==> src/hw/rtl/trs_pkg.sv <==
// types and constants shared by the transform-to-matrix pipeline
package trs_pkg;

  localparam int unsigned FracShift = 28;
  localparam int unsigned TermW     = 34;  // Q6.28 holds every rotation term
  localparam int unsigned MulW      = 38;  // Q22.16 product after the shift back to 16 fraction bits
  localparam int unsigned NumTerms  = 9;
  localparam int unsigned NumAxes   = 3;

  localparam logic signed [TermW-1:0] OneQ28 = TermW'(1) << FracShift;
  localparam logic [31:0] SatMax = 32'h7FFF_FFFF;
  localparam logic [31:0] SatMin = 32'h8000_0000;

  typedef struct packed {
    logic signed [31:0] scale_x;
    logic signed [31:0] scale_y;
    logic signed [31:0] scale_z;
    logic signed [15:0] quat_w;
    logic signed [15:0] quat_x;
    logic signed [15:0] quat_y;
    logic signed [15:0] quat_z;
    logic signed [31:0] trans_x;
    logic signed [31:0] trans_y;
    logic signed [31:0] trans_z;
  } trs_in_t;

  typedef struct packed {
    logic signed [31:0] row0_col0;
    logic signed [31:0] row0_col1;
    logic signed [31:0] row0_col2;
    logic signed [31:0] row1_col0;
    logic signed [31:0] row1_col1;
    logic signed [31:0] row1_col2;
    logic signed [31:0] row2_col0;
    logic signed [31:0] row2_col1;
    logic signed [31:0] row2_col2;
    logic signed [31:0] row3_col0;
    logic signed [31:0] row3_col1;
    logic signed [31:0] row3_col2;
  } trs_out_t;

  // quaternion products, Q4.28
  typedef struct packed {
    logic signed [31:0] xx;
    logic signed [31:0] yy;
    logic signed [31:0] zz;
    logic signed [31:0] xy;
    logic signed [31:0] xz;
    logic signed [31:0] yz;
    logic signed [31:0] wx;
    logic signed [31:0] wy;
    logic signed [31:0] wz;
    logic [NumAxes-1:0][31:0] scale;
    logic [NumAxes-1:0][31:0] trans;
  } trs_prod_t;

  typedef struct packed {
    logic [NumTerms-1:0][TermW-1:0] term;
    logic [NumAxes-1:0][31:0]       scale;
    logic [NumAxes-1:0][31:0]       trans;
  } trs_term_t;

  typedef struct packed {
    logic [NumTerms-1:0][MulW-1:0] prod;
    logic [NumAxes-1:0][31:0]      trans;
  } trs_mul_t;

endpackage

==> src/hw/rtl/trs_stream_if.sv <==
// valid/ready stream channel carrying one payload struct
interface trs_stream_if #(
  parameter type T = logic
);
  logic valid;
  logic ready;
  T     data;

  modport source (output valid, output data, input ready);
  modport sink   (input valid, input data, output ready);
endinterface

==> src/hw/rtl/trs_prod_stage.sv <==
// stage 1: the nine quaternion component products
module trs_prod_stage (
  input  logic               clk_i,
  input  logic               rst_ni,
  input  logic               valid_i,
  input  trs_pkg::trs_in_t   data_i,
  output logic               ready_o,
  output logic               valid_o,
  output trs_pkg::trs_prod_t data_o,
  input  logic               ready_i
);
  import trs_pkg::*;

  logic      valid_q;
  trs_prod_t data_d, data_q;

  always_comb begin
    data_d.xx    = $signed(data_i.quat_x) * $signed(data_i.quat_x);
    data_d.yy    = $signed(data_i.quat_y) * $signed(data_i.quat_y);
    data_d.zz    = $signed(data_i.quat_z) * $signed(data_i.quat_z);
    data_d.xy    = $signed(data_i.quat_x) * $signed(data_i.quat_y);
    data_d.xz    = $signed(data_i.quat_x) * $signed(data_i.quat_z);
    data_d.yz    = $signed(data_i.quat_y) * $signed(data_i.quat_z);
    data_d.wx    = $signed(data_i.quat_w) * $signed(data_i.quat_x);
    data_d.wy    = $signed(data_i.quat_w) * $signed(data_i.quat_y);
    data_d.wz    = $signed(data_i.quat_w) * $signed(data_i.quat_z);
    data_d.scale = {data_i.scale_z, data_i.scale_y, data_i.scale_x};
    data_d.trans = {data_i.trans_z, data_i.trans_y, data_i.trans_x};
  end

  assign ready_o = !valid_q || ready_i;

  always_ff @(posedge clk_i or negedge rst_ni) begin
    if (!rst_ni) begin
      valid_q <= 1'b0;
    end else if (ready_o) begin
      valid_q <= valid_i;
    end
  end

  always_ff @(posedge clk_i) begin
    if (ready_o && valid_i) begin
      data_q <= data_d;
    end
  end

  assign valid_o = valid_q;
  assign data_o  = data_q;
endmodule

==> src/hw/rtl/trs_term_stage.sv <==
// stage 2: rotation matrix terms from the products, Q6.28
module trs_term_stage (
  input  logic               clk_i,
  input  logic               rst_ni,
  input  logic               valid_i,
  input  trs_pkg::trs_prod_t data_i,
  output logic               ready_o,
  output logic               valid_o,
  output trs_pkg::trs_term_t data_o,
  input  logic               ready_i
);
  import trs_pkg::*;

  function automatic logic signed [TermW-1:0] ext(input logic [31:0] v);
    ext = {{(TermW-32){v[31]}}, v};
  endfunction

  logic                    valid_q;
  trs_term_t               data_d, data_q;
  logic signed [TermW-1:0] xx, yy, zz, xy, xz, yz, wx, wy, wz;

  assign xx = ext(data_i.xx);
  assign yy = ext(data_i.yy);
  assign zz = ext(data_i.zz);
  assign xy = ext(data_i.xy);
  assign xz = ext(data_i.xz);
  assign yz = ext(data_i.yz);
  assign wx = ext(data_i.wx);
  assign wy = ext(data_i.wy);
  assign wz = ext(data_i.wz);

  // row-major order, rows scaled by x, y, z in the next stage
  always_comb begin
    data_d.term[0] = OneQ28 - ((yy + zz) <<< 1);
    data_d.term[1] = (xy + wz) <<< 1;
    data_d.term[2] = (xz - wy) <<< 1;
    data_d.term[3] = (xy - wz) <<< 1;
    data_d.term[4] = OneQ28 - ((xx + zz) <<< 1);
    data_d.term[5] = (yz + wx) <<< 1;
    data_d.term[6] = (xz + wy) <<< 1;
    data_d.term[7] = (yz - wx) <<< 1;
    data_d.term[8] = OneQ28 - ((xx + yy) <<< 1);
    data_d.scale   = data_i.scale;
    data_d.trans   = data_i.trans;
  end

  assign ready_o = !valid_q || ready_i;

  always_ff @(posedge clk_i or negedge rst_ni) begin
    if (!rst_ni) begin
      valid_q <= 1'b0;
    end else if (ready_o) begin
      valid_q <= valid_i;
    end
  end

  always_ff @(posedge clk_i) begin
    if (ready_o && valid_i) begin
      data_q <= data_d;
    end
  end

  assign valid_o = valid_q;
  assign data_o  = data_q;
endmodule

==> src/hw/rtl/trs_mul_stage.sv <==
// stage 3: each term times its row scale, floored to 16 fraction bits (Q22.16)
module trs_mul_stage (
  input  logic               clk_i,
  input  logic               rst_ni,
  input  logic               valid_i,
  input  trs_pkg::trs_term_t data_i,
  output logic               ready_o,
  output logic               valid_o,
  output trs_pkg::trs_mul_t  data_o,
  input  logic               ready_i
);
  import trs_pkg::*;

  localparam int unsigned FullW = TermW + 32;

  logic                          valid_q;
  trs_mul_t                      data_q;
  logic [NumTerms-1:0][MulW-1:0] prod_d;

  for (genvar i = 0; i < NumTerms; i++) begin : g_lane
    logic signed [FullW-1:0] full;
    assign full = $signed(data_i.term[i]) * $signed(data_i.scale[i / NumAxes]);
    // dropping the low bits of a signed product is an arithmetic floor
    assign prod_d[i] = full[FullW-1:FracShift];
  end

  assign ready_o = !valid_q || ready_i;

  always_ff @(posedge clk_i or negedge rst_ni) begin
    if (!rst_ni) begin
      valid_q <= 1'b0;
    end else if (ready_o) begin
      valid_q <= valid_i;
    end
  end

  always_ff @(posedge clk_i) begin
    if (ready_o && valid_i) begin
      data_q.prod  <= prod_d;
      data_q.trans <= data_i.trans;
    end
  end

  assign valid_o = valid_q;
  assign data_o  = data_q;
endmodule

==> src/hw/rtl/trs_sat_stage.sv <==
// stage 4: saturation to 32 bits and the output register
module trs_sat_stage (
  input  logic              clk_i,
  input  logic              rst_ni,
  input  logic              valid_i,
  input  trs_pkg::trs_mul_t data_i,
  output logic              ready_o,
  output logic              valid_o,
  output trs_pkg::trs_out_t data_o,
  input  logic              ready_i
);
  import trs_pkg::*;

  logic                        valid_q;
  trs_out_t                    data_d, data_q;
  logic [NumTerms-1:0][31:0]   sat;

  for (genvar i = 0; i < NumTerms; i++) begin : g_lane
    logic [MulW-1:0] p;
    logic            fits;
    assign p    = data_i.prod[i];
    // value fits when all bits above bit 31 copy the sign
    assign fits = (p[MulW-1:31] == '0) || (p[MulW-1:31] == '1);
    assign sat[i] = fits ? p[31:0] : (p[MulW-1] ? SatMin : SatMax);
  end

  always_comb begin
    data_d.row0_col0 = sat[0];
    data_d.row0_col1 = sat[1];
    data_d.row0_col2 = sat[2];
    data_d.row1_col0 = sat[3];
    data_d.row1_col1 = sat[4];
    data_d.row1_col2 = sat[5];
    data_d.row2_col0 = sat[6];
    data_d.row2_col1 = sat[7];
    data_d.row2_col2 = sat[8];
    data_d.row3_col0 = data_i.trans[0];
    data_d.row3_col1 = data_i.trans[1];
    data_d.row3_col2 = data_i.trans[2];
  end

  assign ready_o = !valid_q || ready_i;

  always_ff @(posedge clk_i or negedge rst_ni) begin
    if (!rst_ni) begin
      valid_q <= 1'b0;
    end else if (ready_o) begin
      valid_q <= valid_i;
    end
  end

  always_ff @(posedge clk_i) begin
    if (ready_o && valid_i) begin
      data_q <= data_d;
    end
  end

  assign valid_o = valid_q;
  assign data_o  = data_q;
endmodule

==> src/hw/rtl/trs_affine_compose_unit.sv <==
// top level: scale, quaternion rotation and translation to an affine matrix
//
// in_i carries one transform per transaction: three Q16.16 scales, a Q2.14
// quaternion (w, x, y, z) and a Q16.16 translation. out_o carries the
// twelve matrix entries: rows 0..2 are the rotation scaled by the row's
// scale, floored and saturated to Q16.16, row 3 is the translation.
// The fixed last column is not sent.
//
// Four register stages: products, terms, scale multiply, saturation.
// A transaction accepted on in_i passes through these registers in that
// order before it is offered on out_o. One transaction can be accepted
// every cycle while out_o is not stalled; the scale multiply stage, nine
// 34x32 multipliers in parallel, sets the cycle time.
//
// Reset clears the stage valid bits only; the pipeline comes up empty.
// When out_o is stalled, the stages fill behind the held result and
// in_i.ready drops only once all four stages hold a transaction; bubbles
// are squeezed out while stalled. Nothing is lost or repeated.
module trs_affine_compose_unit (
  input  logic         clk_i,
  input  logic         rst_ni,
  trs_stream_if.sink   in_i,
  trs_stream_if.source out_o
);
  import trs_pkg::*;

  logic      v1, v2, v3, r1, r2, r3;
  trs_prod_t d1;
  trs_term_t d2;
  trs_mul_t  d3;
  trs_in_t   in_data;
  trs_out_t  out_data;

  assign in_data = in_i.data;

  trs_prod_stage u_prod (
    .clk_i, .rst_ni,
    .valid_i (in_i.valid), .data_i (in_data), .ready_o (in_i.ready),
    .valid_o (v1), .data_o (d1), .ready_i (r1)
  );

  trs_term_stage u_term (
    .clk_i, .rst_ni,
    .valid_i (v1), .data_i (d1), .ready_o (r1),
    .valid_o (v2), .data_o (d2), .ready_i (r2)
  );

  trs_mul_stage u_mul (
    .clk_i, .rst_ni,
    .valid_i (v2), .data_i (d2), .ready_o (r2),
    .valid_o (v3), .data_o (d3), .ready_i (r3)
  );

  trs_sat_stage u_sat (
    .clk_i, .rst_ni,
    .valid_i (v3), .data_i (d3), .ready_o (r3),
    .valid_o (out_o.valid), .data_o (out_data), .ready_i (out_o.ready)
  );

  assign out_o.data = out_data;
endmodule

==> src/flat_wrapper.sv <==
// flat-port wrapper written by rule: the top's interface ports become plain ports
module trs_affine_compose_unit_flat import trs_pkg::*;
  (clk_i, rst_ni, in_i_valid, in_i_data, in_i_ready, out_o_valid, out_o_data, out_o_ready);
  trs_stream_if in_i_i ();
  trs_stream_if out_o_i ();
  input  logic clk_i;
  input  logic rst_ni;
  input wire logic [$bits(in_i_i.valid)-1:0] in_i_valid;
  input wire logic [$bits(in_i_i.data)-1:0] in_i_data;
  output wire logic [$bits(in_i_i.ready)-1:0] in_i_ready;
  output wire logic [$bits(out_o_i.valid)-1:0] out_o_valid;
  output wire logic [$bits(out_o_i.data)-1:0] out_o_data;
  input wire logic [$bits(out_o_i.ready)-1:0] out_o_ready;
  assign in_i_i.valid = in_i_valid;
  assign in_i_i.data = in_i_data;
  assign in_i_ready = in_i_i.ready;
  assign out_o_valid = out_o_i.valid;
  assign out_o_data = out_o_i.data;
  assign out_o_i.ready = out_o_ready;
  trs_affine_compose_unit u_core (.clk_i(clk_i), .rst_ni(rst_ni), .in_i(in_i_i), .out_o(out_o_i));
endmodule
==> config.mk <==
export PLATFORM = sky130hd
export DESIGN_NAME = trs_affine_compose_unit_flat
export DESIGN_NICKNAME = d
export VERILOG_FILES = /design/src/hw/rtl/trs_pkg.sv /design/src/hw/rtl/trs_stream_if.sv /design/src/hw/rtl/trs_prod_stage.sv /design/src/hw/rtl/trs_term_stage.sv /design/src/hw/rtl/trs_mul_stage.sv /design/src/hw/rtl/trs_sat_stage.sv /design/src/hw/rtl/trs_affine_compose_unit.sv /design/src/flat_wrapper.sv
export SDC_FILE = /design/constraint.sdc
export NUM_CORES = 1
export LEC_CHECK = 0
export ABC_CLOCK_PERIOD_IN_PS = 1120
export BUFFER_PORTS_ARGS = -buffer_cell sky130_fd_sc_hd__clkbuf_2
export CORE_AREA = 2 2 39 41
export DETAILED_ROUTE_END_ITERATION = 12
export DIE_AREA = 0 0 41 43
export SLEW_MARGIN = 20
export SYNTH_ARGS = -nofsm -noshare
export SYNTH_HDL_FRONTEND = slang
export SYNTH_SLANG_ARGS = --single-unit
==> constraint.sdc <==
create_clock -name clk_i -period 1.12 [get_ports clk_i]
set_input_delay 0.168 -clock clk_i [delete_from_list [all_inputs] [get_ports clk_i]]
set_output_delay 0.168 -clock clk_i [all_outputs]
set_load 0.02 [all_outputs]
# Word-level counts from Yosys, hierarchy flattened
# Index checks and enable logic that the tools add are counted.
dict set report totals {
  reg_bits 8
  word_cells 20
}
dict set report classes {
  reduce_logical 12
}
# cell count
set op_table {}
lappend op_table {{$logic_and A1 B1 Y1} 4}
lappend op_table {{$logic_not A1 Y1} 4}
lappend op_table {{$logic_or A1 B1 Y1} 4}

# Depth between registers and ports, before layout
dict set report depth {
  word_depth 6
  mapped_depth 2
  depth_no_buf 2
}

# Hierarchy
# From an unflattened synthesis, not the netlist that was laid out.
dict set report hier_totals {
  hier_cells 49721
  area_unflattened_um2 495864.3
}
# mod n_inst cells_each area_per_inst_um2 seq_area_each_um2
set modules_own_cells {}
lappend modules_own_cells {trs_mul_stage 1 35458 345118.5 13177.6}
lappend modules_own_cells {trs_prod_stage 1 10126 100500.1 14348.8}
lappend modules_own_cells {trs_term_stage 1 3001 31526.5 14619.0}
lappend modules_own_cells {trs_sat_stage 1 1135 18715.4 11556.1}
lappend modules_own_cells {trs_affine_compose_unit 1 1 3.8 0.0}

# Worst setup path after synthesis
# OpenSTA, ideal clock, no wires.
dict set report synth_timing {
  path_kind {register to register}
  from {reg u_core.u_sat.valid_q, in the netlist u_core.u_sat.valid_o}
  to {reg u_core.u_prod.data_q, in the netlist u_core.u_prod.data_o[64], enable pin}
  setup_time_ns 0.311
  arrival_time_ns 0.869
  t_required_ns 0.809
  setup_slack_ns -0.061
  stages_incl_launch_ff 3
  n_path_buf 0
  synth_period_minus_slack_ns 1.181
  cell_sequence {dfrtp_1 -> and4b_4 -> a21boi_0}
}
dict set report synth_via {
  elab_chain_len 6
}
# item line_no
set synth_lines {}
lappend synth_lines {{from (decl)} trs_sat_stage.sv:14} ;# logic valid_q;
lappend synth_lines {{from (signal assigned)} trs_sat_stage.sv:48} ;# valid_q <= valid_i;
lappend synth_lines {{$logic_not A1 Y1} trs_sat_stage.sv:42} ;# assign ready_o = !valid_q || ready_i;
lappend synth_lines {{$logic_or A1 B1 Y1} trs_sat_stage.sv:42}
lappend synth_lines {{$logic_or A1 B1 Y1} trs_mul_stage.sv:27} ;# assign ready_o = !valid_q || ready_i;
lappend synth_lines {{$logic_or A1 B1 Y1} trs_term_stage.sv:47} ;# assign ready_o = !valid_q || ready_i;
lappend synth_lines {{$logic_or A1 B1 Y1} trs_prod_stage.sv:31} ;# assign ready_o = !valid_q || ready_i;
lappend synth_lines {{$logic_and A1 B1 Y1} trs_prod_stage.sv:42} ;# if (ready_o && valid_i) begin
lappend synth_lines {{to (signal assigned)} trs_prod_stage.sv:43} ;# data_q <= data_d;
lappend synth_lines {{to (decl)} trs_prod_stage.sv:15} ;# trs_prod_t data_d, data_q;
# No other way between the ends.
# A chain may end at the register's enable or synchronous reset.

# Worst setup path in the final report
dict set report layout_timing {
  from {reg u_core.u_sat.valid_q, in the netlist u_core.u_sat.valid_o}
  to {out in_i_ready}
}
dict set report layout_via {
  elab_chain_len 5
}
# item line_no
set layout_lines {}
lappend layout_lines {{$logic_not A1 Y1} trs_sat_stage.sv:42}
lappend layout_lines {{$logic_or A1 B1 Y1} trs_sat_stage.sv:42}
lappend layout_lines {{$logic_or A1 B1 Y1} trs_mul_stage.sv:27}
lappend layout_lines {{$logic_or A1 B1 Y1} trs_term_stage.sv:47}
lappend layout_lines {{$logic_or A1 B1 Y1} trs_prod_stage.sv:31}
lappend layout_lines {{to (decl)} flat_wrapper.sv:10} ;# output wire logic [$bits(in_i_i.ready)-1:0] in_i_ready;
# No other way between the ends.

==> flow_metrics.py <==
metrics = {
    "outcome": {
        "status": "finished, violations left",
        "failed_checks": "negative setup slack",
    },
    "synthesis": {
        "synth_seq_area_share": 0.715,
        "synth_top_cells_by_area": "edfxtp_1 39%, dfrtp_1 33%, a21boi_0 4.9%",
        "post_synth.cell_area_avg_sq_um": 15.4,
        "syn_inst": 20,
        "synth.largest_area_cell": "edfxtp_1",
        "ys_async_sr_fraction": 0.500,
        "synthesis.yosys.warnings": 0,
        "mappedNetlistArea_sq_um": 308,
        "synth_fp_nets": 25,
        "synth_enable_flop_cells": 4,
        "yosys_register_bits": 8,
        "yosys-top-cells-count": "4 x dfrtp_1, 4 x edfxtp_1, 2 x a21boi_0, 2 x a21o_1, 2 x nand2b_1",
        "number_of_different_library_cells_in_the_post_synthesis_netlist": 11,
        "synth_largest_type_area_fraction": 0.390,
        "synth-main-ff-cell": "edfxtp_1",
    },
    "floorplan": {
        "fp.dieW_microns": 41,
        "die_area_sq_um": 1760,
        "die_h_microns": 43,
        "fp.coreArea_sq_um": 1380,
        "io_pins": 8,
        "starting_density_of_the_core": 0.222,
        "std_cell_rows": 14,
    },
    "setup_path": {
        "worst-endpoint-arrival_ns": 1.06,
        "setup.worst_path.class": "flip-flop to primary output",
        "worst-path-max-fanout": 2,
        "timing.critical_path.from_type": "flip-flop",
        "end_kind": "primary output",
        "cp_data_required_time_ns": 0.95,
    },
    "timing": {
        "fin_setup_tns_ns": -0.270,
        "timing.final.ws_setup_ns": -0.111,
        "hold_violations": 0,
        "timing_worst_slew_pin_value_ns": 0.156,
        "finClkSkew_ns": 0.0110,
        "grt_setup_unrepaired": "yes",
        "fin_crit_sh": 1.10,
        "layout_min_cycle_time_ns": 1.23,
        "relSlewSlack": 0.896,
        "report.final.setup_viol": 4,
        "final_max_slew_viol_count": 0,
        "max_clock_freq_mhz": 813,
    },
    "detailed_routing": {
        "drtAntennaViolNets": 0,
        "wire_per_inst_microns": 10.2,
        "remaining_drc_errors": 0,
        "detail_route.iter0.violations": 1,
        "detailed_route_via_count": 209,
        "drt_first_pass_iters": 2,
        "routed_wirelength_microns": 521,
        "vias_per_cell": 4.10,
    },
    "pwr": {
        "maximum_ir_drop_on_the_vdd_rail_mv": 0.531,
        "power.density_nw_per_um2": 1620,
        "total_leakage_power_nw": 0.190,
    },
    "clock_tree": {
        "clk-insertion-delay-late_ns": 0.26,
        "max-clock-path-buffers": 2,
        "clock_sink_count": 8,
        "clock_tree_from_tritoncts": "built",
        "root_buffer_cell": "clkbuf_4",
        "number_of_levels_in_the_clock_h_tree": 1,
        "numCtsBuffers": 3,
        "clkTransAtPathRegs_ns": 0.06,
    },
    "worst_hold_path": {
        "worstHoldPathType": "input pin to flip-flop",
    },
    "placement": {
        "place_congestion": 0.583,
        "port_buffers": 7,
        "detailed_place_hpwl_microns": 349,
    },
    "final_layout": {
        "final_layout_size_suffix_gt1_frac": 0.543,
        "fillCellCount": 149,
        "design.final.nets": 41,
        "synthToLayoutAreaGrowth_pct": 45.5,
        "insertedDiodeCount": 0,
        "post-route-util": 0.324,
    },
    "global_route": {
        "first_global_vias": 200,
        "grt_first_pass_wirelength_microns": 828,
        "global_router_s_overall_resource_usage": 0.0813,
        "antenna_violations_before_repair": 0,
        "grt_overflow": 0,
        "pin_count_of_the_biggest_net_entering_global_routing": 6,
    },
    "job": {
        "maxCapViolations": 0,
    },
}
timing repair:
item                                    4_1_cts  5_1_grt
setup buffers                                 3        0
hold buffers                                  1        0
pin swaps                                     2        1
hold endpoints to repair                      4        0
endpoints found under the setup margin        2        5
resized for setup                             4        5
cloned                                        0        0
cell families after synthesis:
logic type | Yosys count | share of synthesized area
AO/OA/AOI/OAI | 4 | 0.0975
flip-flops | 8 | 0.715
AND/OR/NAND/NOR | 8 | 0.187
critical path, cell delays in order, from the launching register on:
cell and delay [ns]:
dfrtp_2 0.36, and4b_4 0.24, nand2_2 0.07, buf_8 0.13
state kept, by name, indices dropped and copies added (netlist names):
register / count
u_core.u_prod.valid_o: 1
u_core.u_sat.data_o: 1
u_core.u_term.data_o: 1
u_core.u_mul.valid_o: 1
u_core.u_prod.data_o: 1
u_core.u_term.valid_o: 1
u_core.u_mul.data_o: 1
u_core.u_sat.valid_o: 1
routing by layer:
metal | GRT usage | routed length [microns] | vias to the layer above
met4 | 0.0400 | 0 | 0
met1 | 0.0803 | 196 | 97
met2 | 0.100 | 252 | 12
met3 | 0.0942 | 72 | 0
met5 | 0 | 0 | -
li1 | - | - | 100
path summary, 6_finish.rpt:
| path | from | endpoint | slack, ns | cells after the start |
|---|---|---|---|---|
| min in group asynchronous | rst_ni | u_core.u_mul.valid_o | 0.23 | 2 |
| hold reg to reg | u_core.u_term.data_o[64] | u_core.u_mul.data_o[64] | 0.41 | 0 |
| setup / recovery | u_core.u_sat.valid_o | in_i_ready | -0.11 | 3 |
| hold / removal | in_i_data | u_core.u_prod.data_o[64] | 0.09 | 1 |
| max in group asynchronous | rst_ni | u_core.u_prod.valid_o | 0.75 | 2 |
| setup reg to reg | u_core.u_sat.valid_o | u_core.u_prod.data_o[64] | -0.09 | 3 |
layout make-up:
cell class	instances	area (sq um)	area share
timing repair buffer	11	83.8	0.187
sequential	8	221	0.494
multi-input combinational	12	96.3	0.215
clock buffer	4	26.3	0.0587
tap	16	20.0	0.0447
cells in the final DEF (no fill, tap or decap):
cell type	count
clkbuf_1	1
nand2_2	1
dfrtp_2	1
clkbuf_4	3
a21boi_1	1
buf_4	3
and4b_4	1
or2_1	1
nand2b_1	2
and2b_2	1
a21boi_2	1
buf_6	1
and2_1	1
dfrtp_1	3
nor2b_2	1
a21o_1	2
edfxtp_1	4
buf_8	1
dlygate4sd3_1	1
clkbuf_2	5
power breakdown:
part / switching (mW) / total, mW / leakage [nW] / internal (mW)
registers: 0.0143 / 0.359 / 0.0804 / 0.345
logic: 0.0528 / 0.121 / 0.0942 / 0.0678
clock network: 0.107 / 0.244 / 0.0150 / 0.137
total: 0.174 / 0.724 / 0.190 / 0.550
stage by stage:
| step | total power [mW] | hold slack (ns) | std cells | setup WS, ns | area (sq um) |
|---|---|---|---|---|---|
| finish | 0.724 | 0.0912 | 51 | -0.111 | 448 |
| global route | 0.775 | 0.0783 | 51 | -0.169 | 448 |
| CTS | 0.729 | 0.0829 | 51 | -0.126 | 438 |
| detailed placement | 0.449 | -0.0180 | 43 | 0.00495 | 364 |
| global placement | 0.445 | -0.0241 | 43 | 0.0480 | 364 |
| floorplan | 0.419 | -0.128 | 20 | 0.00406 | 309 |
Power figures use the tool's default switching activity.
